$ cat src/sitda_pkg.sv
package sitda_pkg;

  // Field widths
  localparam int VALUE_W = 32;
  localparam int CHAR_W  = 8;

  // BCD layout: ten decimal digits cover any 32-bit magnitude
  localparam int DIGITS  = 10;
  localparam int DIGIT_W = 4;
  localparam int BCD_W   = DIGITS * DIGIT_W;
  localparam int CNT_W   = $clog2(VALUE_W + 1);
  localparam int LEFT_W  = $clog2(DIGITS + 1);

  // Character codes
  localparam logic [CHAR_W-1:0] ASCII_ZERO  = 8'd48;
  localparam logic [CHAR_W-1:0] ASCII_MINUS = 8'd45;

  // Converter to emitter handoff
  typedef struct packed {
    logic [BCD_W-1:0] bcd;
    logic             neg;
  } sitda_conv_t;

  // Emitter sequencer states
  typedef enum logic [1:0] {
    EM_IDLE,
    EM_SKIP,
    EM_EMIT
  } sitda_em_state_t;

endpackage

$ cat src/sitda_if.sv
interface sitda_in_if import sitda_pkg::*; ();
  logic                      valid;
  logic                      ready;
  logic signed [VALUE_W-1:0] value;

  modport source (output valid, output value, input ready);
  modport sink   (input valid, input value, output ready);
endinterface

interface sitda_out_if import sitda_pkg::*; ();
  logic              valid;
  logic              ready;
  logic [CHAR_W-1:0] char_out;
  logic              is_last;

  modport source (output valid, output char_out, output is_last, input ready);
  modport sink   (input valid, input char_out, input is_last, output ready);
endinterface

$ cat src/sitda_conv.sv
// Bit-serial binary to BCD conversion (shift and add-3), one bit per cycle.
module sitda_conv import sitda_pkg::*; (
  input  logic                      clk,
  input  logic                      rst,
  input  logic                      in_valid,
  output logic                      in_ready,
  input  logic signed [VALUE_W-1:0] value,
  output logic                      hand_valid,
  input  logic                      hand_ready,
  output sitda_conv_t               hand
);

  logic               busy;
  logic [CNT_W-1:0]   cnt;
  logic [VALUE_W-1:0] mag;
  logic [BCD_W-1:0]   bcd;
  logic               neg;
  logic [BCD_W-1:0]   bcd_adj;
  logic [VALUE_W-1:0] mag_in;
  logic               shift_done;

  assign shift_done = (cnt == CNT_W'(VALUE_W));
  assign in_ready   = !busy;
  assign hand_valid = busy && shift_done;
  assign hand.bcd   = bcd;
  assign hand.neg   = neg;

  // Magnitude fits 32 bits unsigned, the most negative value included
  assign mag_in = value[VALUE_W-1] ? (~value + 1'b1) : value;

  // Add 3 to every digit of 5 or more before the shift
  always_comb begin
    for (int d = 0; d < DIGITS; d++) begin
      if (bcd[d*DIGIT_W +: DIGIT_W] >= 4'd5) begin
        bcd_adj[d*DIGIT_W +: DIGIT_W] = bcd[d*DIGIT_W +: DIGIT_W] + 4'd3;
      end else begin
        bcd_adj[d*DIGIT_W +: DIGIT_W] = bcd[d*DIGIT_W +: DIGIT_W];
      end
    end
  end

  // Control
  always_ff @(posedge clk) begin
    if (rst) begin
      busy <= 1'b0;
      cnt  <= '0;
    end else if (in_valid && in_ready) begin
      busy <= 1'b1;
      cnt  <= '0;
    end else if (busy && !shift_done) begin
      cnt <= cnt + 1'b1;
    end else if (hand_valid && hand_ready) begin
      busy <= 1'b0;
    end
  end

  // Shift path
  always_ff @(posedge clk) begin
    if (in_valid && in_ready) begin
      mag <= mag_in;
      bcd <= '0;
      neg <= value[VALUE_W-1];
    end else if (busy && !shift_done) begin
      bcd <= {bcd_adj[BCD_W-2:0], mag[VALUE_W-1]};
      mag <= {mag[VALUE_W-2:0], 1'b0};
    end
  end

endmodule

$ cat src/sitda_emit.sv
// Character sequencer: skips leading zero digits, then emits sign and digits.
module sitda_emit import sitda_pkg::*; (
  input  logic              clk,
  input  logic              rst,
  input  logic              hand_valid,
  output logic              hand_ready,
  input  sitda_conv_t       hand,
  output logic              out_valid,
  input  logic              out_ready,
  output logic [CHAR_W-1:0] char_out,
  output logic              is_last
);

  sitda_em_state_t     state, state_next;
  logic [BCD_W-1:0]    dig;
  logic [LEFT_W-1:0]   left;
  logic                neg_pend;
  logic [DIGIT_W-1:0]  top;
  logic                load;
  logic                shift;
  logic                clr_neg;

  assign top = dig[BCD_W-1 -: DIGIT_W];

  // Outputs come straight from held registers
  assign char_out = neg_pend ? ASCII_MINUS : (ASCII_ZERO + {{(CHAR_W-DIGIT_W){1'b0}}, top});
  assign is_last  = !neg_pend && (left == LEFT_W'(1));

  always_ff @(posedge clk) begin
    if (rst) begin
      state <= EM_IDLE;
    end else begin
      state <= state_next;
    end
  end

  // Next state and strobes
  always_comb begin
    state_next = state;
    hand_ready = 1'b0;
    out_valid  = 1'b0;
    load       = 1'b0;
    shift      = 1'b0;
    clr_neg    = 1'b0;
    unique case (state)
      EM_IDLE: begin
        hand_ready = 1'b1;
        if (hand_valid) begin
          load       = 1'b1;
          state_next = EM_SKIP;
        end
      end
      EM_SKIP: begin
        if (top == '0 && left != LEFT_W'(1)) begin
          shift = 1'b1;
        end else begin
          state_next = EM_EMIT;
        end
      end
      EM_EMIT: begin
        out_valid = 1'b1;
        if (out_ready) begin
          if (neg_pend) begin
            clr_neg = 1'b1;
          end else if (left == LEFT_W'(1)) begin
            state_next = EM_IDLE;
          end else begin
            shift = 1'b1;
          end
        end
      end
      default: state_next = EM_IDLE;
    endcase
  end

  // Digit shift register
  always_ff @(posedge clk) begin
    if (load) begin
      dig      <= hand.bcd;
      left     <= LEFT_W'(DIGITS);
      neg_pend <= hand.neg;
    end else begin
      if (shift) begin
        dig  <= {dig[BCD_W-DIGIT_W-1:0], {DIGIT_W{1'b0}}};
        left <= left - 1'b1;
      end
      if (clr_neg) begin
        neg_pend <= 1'b0;
      end
    end
  end

endmodule

$ cat src/signed_int_to_decimal_ascii.sv
// Flow: the serial BCD shifter converts each accepted value in 32 shift steps and
// hands it to the emitter, which skips leading zero digits and then offers one
// character per cycle while out_ready is high (1 to 11 characters).
// The converter takes no new value until the emitter has taken its handoff;
// the next value converts while the previous one's characters are emitted.
// Reset (synchronous, rst high) idles both the converter and the emitter.
module signed_int_to_decimal_ascii import sitda_pkg::*; (
  input  logic         clk,
  input  logic         rst,
  sitda_in_if.sink     in_ch,
  sitda_out_if.source  out_ch
);

  logic        hand_valid;
  logic        hand_ready;
  sitda_conv_t hand;

  sitda_conv u_conv (
    .clk        (clk),
    .rst        (rst),
    .in_valid   (in_ch.valid),
    .in_ready   (in_ch.ready),
    .value      (in_ch.value),
    .hand_valid (hand_valid),
    .hand_ready (hand_ready),
    .hand       (hand)
  );

  sitda_emit u_emit (
    .clk        (clk),
    .rst        (rst),
    .hand_valid (hand_valid),
    .hand_ready (hand_ready),
    .hand       (hand),
    .out_valid  (out_ch.valid),
    .out_ready  (out_ch.ready),
    .char_out   (out_ch.char_out),
    .is_last    (out_ch.is_last)
  );

endmodule

$ cat src/flat_wrapper.sv
// flat-port wrapper written by rule: the top's interface ports become plain ports
module signed_int_to_decimal_ascii_flat import sitda_pkg::*;
  (clk, rst, in_ch_valid, in_ch_value, in_ch_ready, out_ch_valid, out_ch_char_out, out_ch_is_last, out_ch_ready);
  sitda_in_if in_ch_i ();
  sitda_out_if out_ch_i ();
  input  logic clk;
  input  logic rst;
  input wire logic [$bits(in_ch_i.valid)-1:0] in_ch_valid;
  input wire logic [$bits(in_ch_i.value)-1:0] in_ch_value;
  output wire logic [$bits(in_ch_i.ready)-1:0] in_ch_ready;
  output wire logic [$bits(out_ch_i.valid)-1:0] out_ch_valid;
  output wire logic [$bits(out_ch_i.char_out)-1:0] out_ch_char_out;
  output wire logic [$bits(out_ch_i.is_last)-1:0] out_ch_is_last;
  input wire logic [$bits(out_ch_i.ready)-1:0] out_ch_ready;
  assign in_ch_i.valid = in_ch_valid;
  assign in_ch_i.value = in_ch_value;
  assign in_ch_ready = in_ch_i.ready;
  assign out_ch_valid = out_ch_i.valid;
  assign out_ch_char_out = out_ch_i.char_out;
  assign out_ch_is_last = out_ch_i.is_last;
  assign out_ch_i.ready = out_ch_ready;
  signed_int_to_decimal_ascii u_core (.clk(clk), .rst(rst), .in_ch(in_ch_i), .out_ch(out_ch_i));
endmodule
$ cat config.mk
export PLATFORM = sky130hd
export DESIGN_NAME = signed_int_to_decimal_ascii_flat
export DESIGN_NICKNAME = d
export VERILOG_FILES = /design/src/sitda_pkg.sv /design/src/sitda_if.sv /design/src/sitda_conv.sv /design/src/sitda_emit.sv /design/src/signed_int_to_decimal_ascii.sv /design/src/flat_wrapper.sv
export SDC_FILE = /design/constraint.sdc
export NUM_CORES = 1
export LEC_CHECK = 0
export BUFFER_PORTS_ARGS = -buffer_cell sky130_fd_sc_hd__clkbuf_2
export CAP_MARGIN = 10
export CORE_MARGIN = 4
export CORE_UTILIZATION = 50
export DETAILED_ROUTE_END_ITERATION = 10
export PLACE_DENSITY = 0.69
export SYNTH_ARGS = -nofsm -noshare
export SYNTH_HDL_FRONTEND = slang
export SYNTH_SLANG_ARGS = --single-unit
$ cat constraint.sdc
create_clock -name clk -period 4.6 [get_ports clk]
set_input_delay 0.46 -clock clk [delete_from_list [all_inputs] [get_ports clk]]
set_output_delay 0.46 -clock clk [all_outputs]
set_load 0.02 [all_outputs]
### Yosys cells after proc, flatten, opt, wreduce, memory -nomap -nowiden

Cells that the tools add are included.

* bits in registers: 127
* input bits: 36
* output and inout port bits: 11

* $add $sub $neg: 14
* $lt $le $gt $ge: 10
* equality and inequality tests: 11
* multiplexer cells: 39
* bitwise gates (word level): 1
* reduce and logical (&&, ||, !) cells: 18

Operator list (number)
* 2-to-1 mux 32 bit: 3
* 2-to-1 mux 40 bit: 2
* >= comparator 4 x 3 -> 1 bit, second input constant: 10
* adder 4 x 2 -> 4 bit, second input constant: 9
* 2-to-1 mux 4 bit: 9
* adder 32 x 1 -> 32 bit, second input constant: 1
* NOT 32 bit: 1
* 2-to-1 mux 1 bit: 16
* 2-to-1 mux 2 bit: 5
* != test 2 bit, second input constant: 5
* 2-to-1 mux 8 bit: 1
* nonzero test 2 bit: 4
* adder 6 x 4 -> 7 bit, first input constant: 1
* adder 6 x 1 -> 6 bit, second input constant: 1
* == test 6 bit, second input constant: 1
* logical AND 1 bit: 6
* case mux 2 bit (3 select lines): 1
* AND reduction 5 bit: 1
* == test 4 x 1 -> 1 bit, second input constant: 1
* logical NOT 4 bit: 1
* != test 4 x 1 -> 1 bit, second input constant: 1
* subtractor 4 x 1 -> 4 bit, second input constant: 1
* adder 3 x 2 -> 3 bit, second input constant: 1
* logical NOT 1 bit: 3
* 8 further kinds: 8

### Longest topological paths before layout

* depth after elaboration: 7
* gate-level depth with buffers: 8
* mapped depth without buffers: 7

### Modules after synthesis

From an unflattened synthesis, not the netlist that was laid out.

* cell total of the unflattened synthesis: 670
* area, all modules: 6723.9 um^2

By module, submodules not included
* sitda_conv: instances 1, cells each 522, area an instance 4520.6 um^2, sequential area each 1931.9 um^2
* sitda_emit: instances 1, cells each 148, area an instance 2203.4 um^2, sequential area each 1351.3 um^2

### Worst setup path after synthesis

No wires, ideal clock.

* path kind: register -> register
* start: register u_core.u_conv.busy
* end: register u_core.u_conv.mag[0] (enable)
* library setup time: 0.478 ns
* data arrival time: 1.991 ns
* required time: 4.122 ns
* path slack: 2.131 ns
* cell stages (with the launch flop): 7
* buffers on the path: 3
* cells stage by stage: dfxtp_1 -> clkbuf_1 -> inv_1 -> nand2_1 -> clkbuf_1 -> buf_1 -> nand2_1

* cells in the longest elaborated chain, start to end: 3
* elaborated cells on any way between the ends: 4
* classes of those cells: 4 x reduce/logical

RTL lines
* from (decl): RTL line sitda_conv.sv:13 `logic busy;`
* from (signal assigned): RTL line sitda_conv.sv:45 `busy <= 1'b0;`
* from (signal assigned): RTL line sitda_conv.sv:48 `busy <= 1'b1;`
* from (signal assigned): RTL line sitda_conv.sv:53 `busy <= 1'b0;`
* logical NOT 1 bit: RTL line sitda_conv.sv:23 `assign in_ready = !busy;`
* via in_ch_ready: RTL line flat_wrapper.sv:10 `output wire logic [$bits(in_ch_i.ready)-1:0] in_ch_ready;`
* logical AND 1 bit: RTL line sitda_conv.sv:59 `if (in_valid && in_ready) begin`
* nonzero test 2 bit (no source line)
* to (signal assigned): RTL line sitda_conv.sv:60 `mag <= mag_in;`
* to (signal assigned): RTL line sitda_conv.sv:65 `mag <= {mag[VALUE_W-2:0], 1'b0};`
* to (decl): RTL line sitda_conv.sv:15 `logic [VALUE_W-1:0] mag;`

The timed path passes the listed nets, and every way through them passes these cells.
A chain may end at the register's enable or synchronous reset.

### Final worst setup path

* start: register u_core.u_conv.cnt[5]
* end: register u_core.u_emit.dig[19] (enable)

* cells in the longest elaborated chain, start to end: 5

RTL lines
* from (decl): RTL line sitda_conv.sv:14 `logic [CNT_W-1:0] cnt;`
* from (signal assigned): RTL line sitda_conv.sv:51 `cnt <= cnt + 1'b1;`
* == test 6 bit: RTL line sitda_conv.sv:22 `assign shift_done = (cnt == CNT_W'(VALUE_W));`
* logical AND 1 bit: RTL line sitda_conv.sv:24 `assign hand_valid = busy && shift_done;`
* 2-to-1 mux 1 bit: RTL line sitda_emit.sv:48 `if (hand_valid) begin`
* 2-to-1 mux 1 bit: RTL line sitda_emit.sv:45 `unique case (state)`
* nonzero test 2 bit (no source line)
* to (signal assigned): RTL line sitda_emit.sv:79 `dig <= hand.bcd;`
* to (signal assigned): RTL line sitda_emit.sv:84 `dig <= {dig[BCD_W-DIGIT_W-1:0], {DIGIT_W{1'b0}}};`
* to (decl): RTL line sitda_emit.sv:15 `logic [BCD_W-1:0] dig;`

Every way passes these cells.

==> results.json <==
{
  "synthArstFlopShare": 0,
  "dr.pass1.iters": 4,
  "syn_inst": 723,
  "worst_pin_slew_ps": 1004,
  "rr_worst_depth": 5,
  "fp.dieArea_um2": 15280,
  "postCtsSetupBuffers": 0,
  "drtAntennaViolNets": 0,
  "timing.rr.start": "u_core.u_conv.cnt[5]",
  "dpl-instance-area_um2": 7025,
  "peakVddDrop_uv": 263.3,
  "yosys_register_bits": 127,
  "wl_per_cell_um": 13.94,
  "path_common_cell": "and3_1",
  "slew_headroom": 0.3296,
  "hold_start": "rst",
  "crit_path_top_delay_cell": "or2_2",
  "ys_types": 47,
  "avgSynthCellArea_um2": 9.243,
  "vias_per_cell": 5.393,
  "io_pins": 47,
  "synth_area_um2": 6683,
  "min_path_type": "input port to register",
  "nets": 822,
  "worst_ep_arrival_time_ps": 2510,
  "power_mw": 2.903,
  "dp_cells": 909,
  "hold_depth": 2,
  "clock-sinks": 127,
  "fin_ws_ps": 2123,
  "syn_to_final_growth_pct": 13.46,
  "cp_max_fo": 40,
  "synthFlopType": "edfxtp_1",
  "layout_commonest_cell": "nand2_1",
  "status": "finished clean",
  "fmax_mhz": 403.6,
  "path_delay_family": "simple AND/OR/NAND/NOR gates",
  "antenna_found_initial": 0,
  "ys_seq_area_frac": 0.4913,
  "required_ps": 4640,
  "finClkSkew_ps": 7.349,
  "die_w_um": 123.6,
  "post-place-ws_ps": 2166,
  "diodes": 0,
  "utilization": 0.5889,
  "critPathKind": "register to register",
  "slew_violations": 0,
  "grt_overflow": 0,
  "finalSetupTns_ps": 0,
  "setup_viol_count_final": 0,
  "maxCapViolations": 0,
  "slowest_delay_ps": 770,
  "coreArea_um2": 12880,
  "root_buffer": "clkbuf_16",
  "synth-edff-count": 74,
  "cts_resized": 0,
  "rows": 41,
  "final_area_um2": 7582,
  "post-route-min-period_ps": 2477,
  "dieHeight_um": 123.6,
  "start_kind": "register",
  "critical_path.cell_chain": "nor2b_1 -> and3_1 -> and3_1 -> buf_4 -> or2_2",
  "grt_max_degree": 73,
  "post-dp-hpwl_mm": 8.951,
  "port_buffers": 43,
  "drc": 0,
  "worstSetupEndpointType": "register",
  "holdBufCountCts": 0,
  "grt_usage": 0.1873,
  "drive_above_1_share": 0.1261,
  "clkTransAtPathRegs_ps": 60,
  "leakage_nw": 2.921,
  "clock_latency_ps": 420,
  "power.density_nw_per_um2": 382.8,
  "clock_path_buffers": 2,
  "cts-htree-levels": 4,
  "crit_buf_inv": 1,
  "yosys_warnings": 0,
  "drt-total-wl_mm": 13.11,
  "cts_buffers": 17,
  "hold_ws_ps": 280.7,
  "grt_pass1_vias": 4926,
  "hold_violations": 0,
  "fin_crit_sh": 0.5386,
  "grt_pass1_wl_mm": 22.69,
  "crit-reg2reg-capture": "u_core.u_emit.dig[19]",
  "drt_iter0_drc": 436,
  "gp_congestion": 0.8144,
  "final_cell_mix": "nand2_1, o21ai_0, edfxtp_1",
  "stdcell_count": 941,
  "reg2reg_slack_ps": 2120,
  "num_vias": 5075,
  "rsz0062_at_grt": "no",
  "cts_tree": "yes",
  "start_util": 0.5190,
  "min_to": "u_core.u_emit.state[0]"
}
## sequential cells by signal, indices dropped and copies added, names as in the netlist
signal	cells
u_core.u_conv.busy	1
u_core.u_conv.bcd	40
u_core.u_conv.neg	1
u_core.u_emit.dig	40
u_core.u_conv.mag	32
u_core.u_emit.left	4
u_core.u_emit.neg_pend	1
u_core.u_conv.cnt	6
u_core.u_emit.state	2
## kinds of logic (layout without fill, tap and decap cells)
| logic type | count (synthesis) | count (layout) | synth area share |
|---|---|---|---|
| xor gates and xnor gates | 41 | 41 | 0.05374 |
| and+or+nand+nor | 283 | 283 | 0.2095 |
| adders and majority gates | 30 | 30 | 0.05617 |
| other | 2 | 3 | 0.001124 |
| AOI/OAI and AO/OA | 167 | 167 | 0.1402 |
| DFF | 127 | 127 | 0.4913 |
| muxes | 5 | 5 | 0.007490 |
| buffers and inverters | 68 | 113 | 0.04044 |
## cell usage after synthesis (4+ instances only)
master,instances,area [µm²]
nand2_1,128,480.5
nand2b_1,12,75.07
a21oi_1,48,240.2
nor2_1,36,135.1
and2_1,4,25.02
and3_1,6,37.54
clkbuf_1,19,71.32
mux2i_1,5,50.05
edfxtp_1,74,2222
nor3b_1,13,97.59
o21ai_0,84,420.4
inv_1,32,120.1
or2_2,5,31.28
nand3_1,47,235.2
xor2_1,27,236.5
buf_1,11,41.29
o31ai_1,5,37.54
dfxtp_1,53,1061
xnor2_1,14,122.6
o21ai_1,13,65.06
ha_1,30,375.4
nor3_1,8,40.04
nand4_1,6,37.54
## power breakdown
part,internal [mW],switching [mW],leakage [nW]
Clock,0.790,0.488,0.269
Combinational,0.113,0.184,1.52
Sequential,1.28,0.0464,1.14
Total,2.18,0.718,2.92
## per-layer routing
| layer | global-route usage | share of wire | wire (µm) | up-vias |
|---|---|---|---|---|
| li1 | - | - | - | 2595 |
| met1 | 0.2438 | 0.47 | 6138 | 2396 |
| met2 | 0.2998 | 0.47 | 6216 | 73 |
| met3 | 0.06267 | 0.047 | 622 | 11 |
| met4 | 0.05190 | 0.010 | 137 | 0 |
| met5 | 0 | 0 | 0 | - |
## area by class of cell
type / count / area [µm²]
Fill cell: 1104 / 5294
Sequential cell: 127 / 3283
Tap cell: 172 / 215.2
Timing Repair Buffer: 49 / 260.3
Clock inverter: 12 / 120.1
Clock buffer: 20 / 436.7
Inverter: 32 / 120.1
Multi-Input combinational cell: 529 / 3147
## worst max-delay path by stage
stage	startpoint	to	slack [ps]	cells after the start
finish	u_core.u_conv.cnt[5]	u_core.u_emit.dig[19]	2120	5
global route	u_core.u_conv.cnt[5]	u_core.u_emit.dig[20]	1860	4
CTS	u_core.u_conv.cnt[5]	u_core.u_emit.dig[5]	2120	5
detailed placement	u_core.u_conv.cnt[5]	u_core.u_emit.dig[5]	2170	5
global placement	u_core.u_conv.cnt[0]	u_core.u_emit.dig[4]	2240	6
floorplan	u_core.u_conv.busy	u_core.u_conv.mag[0]	2130	6
Power figures use the tool's default switching activity.
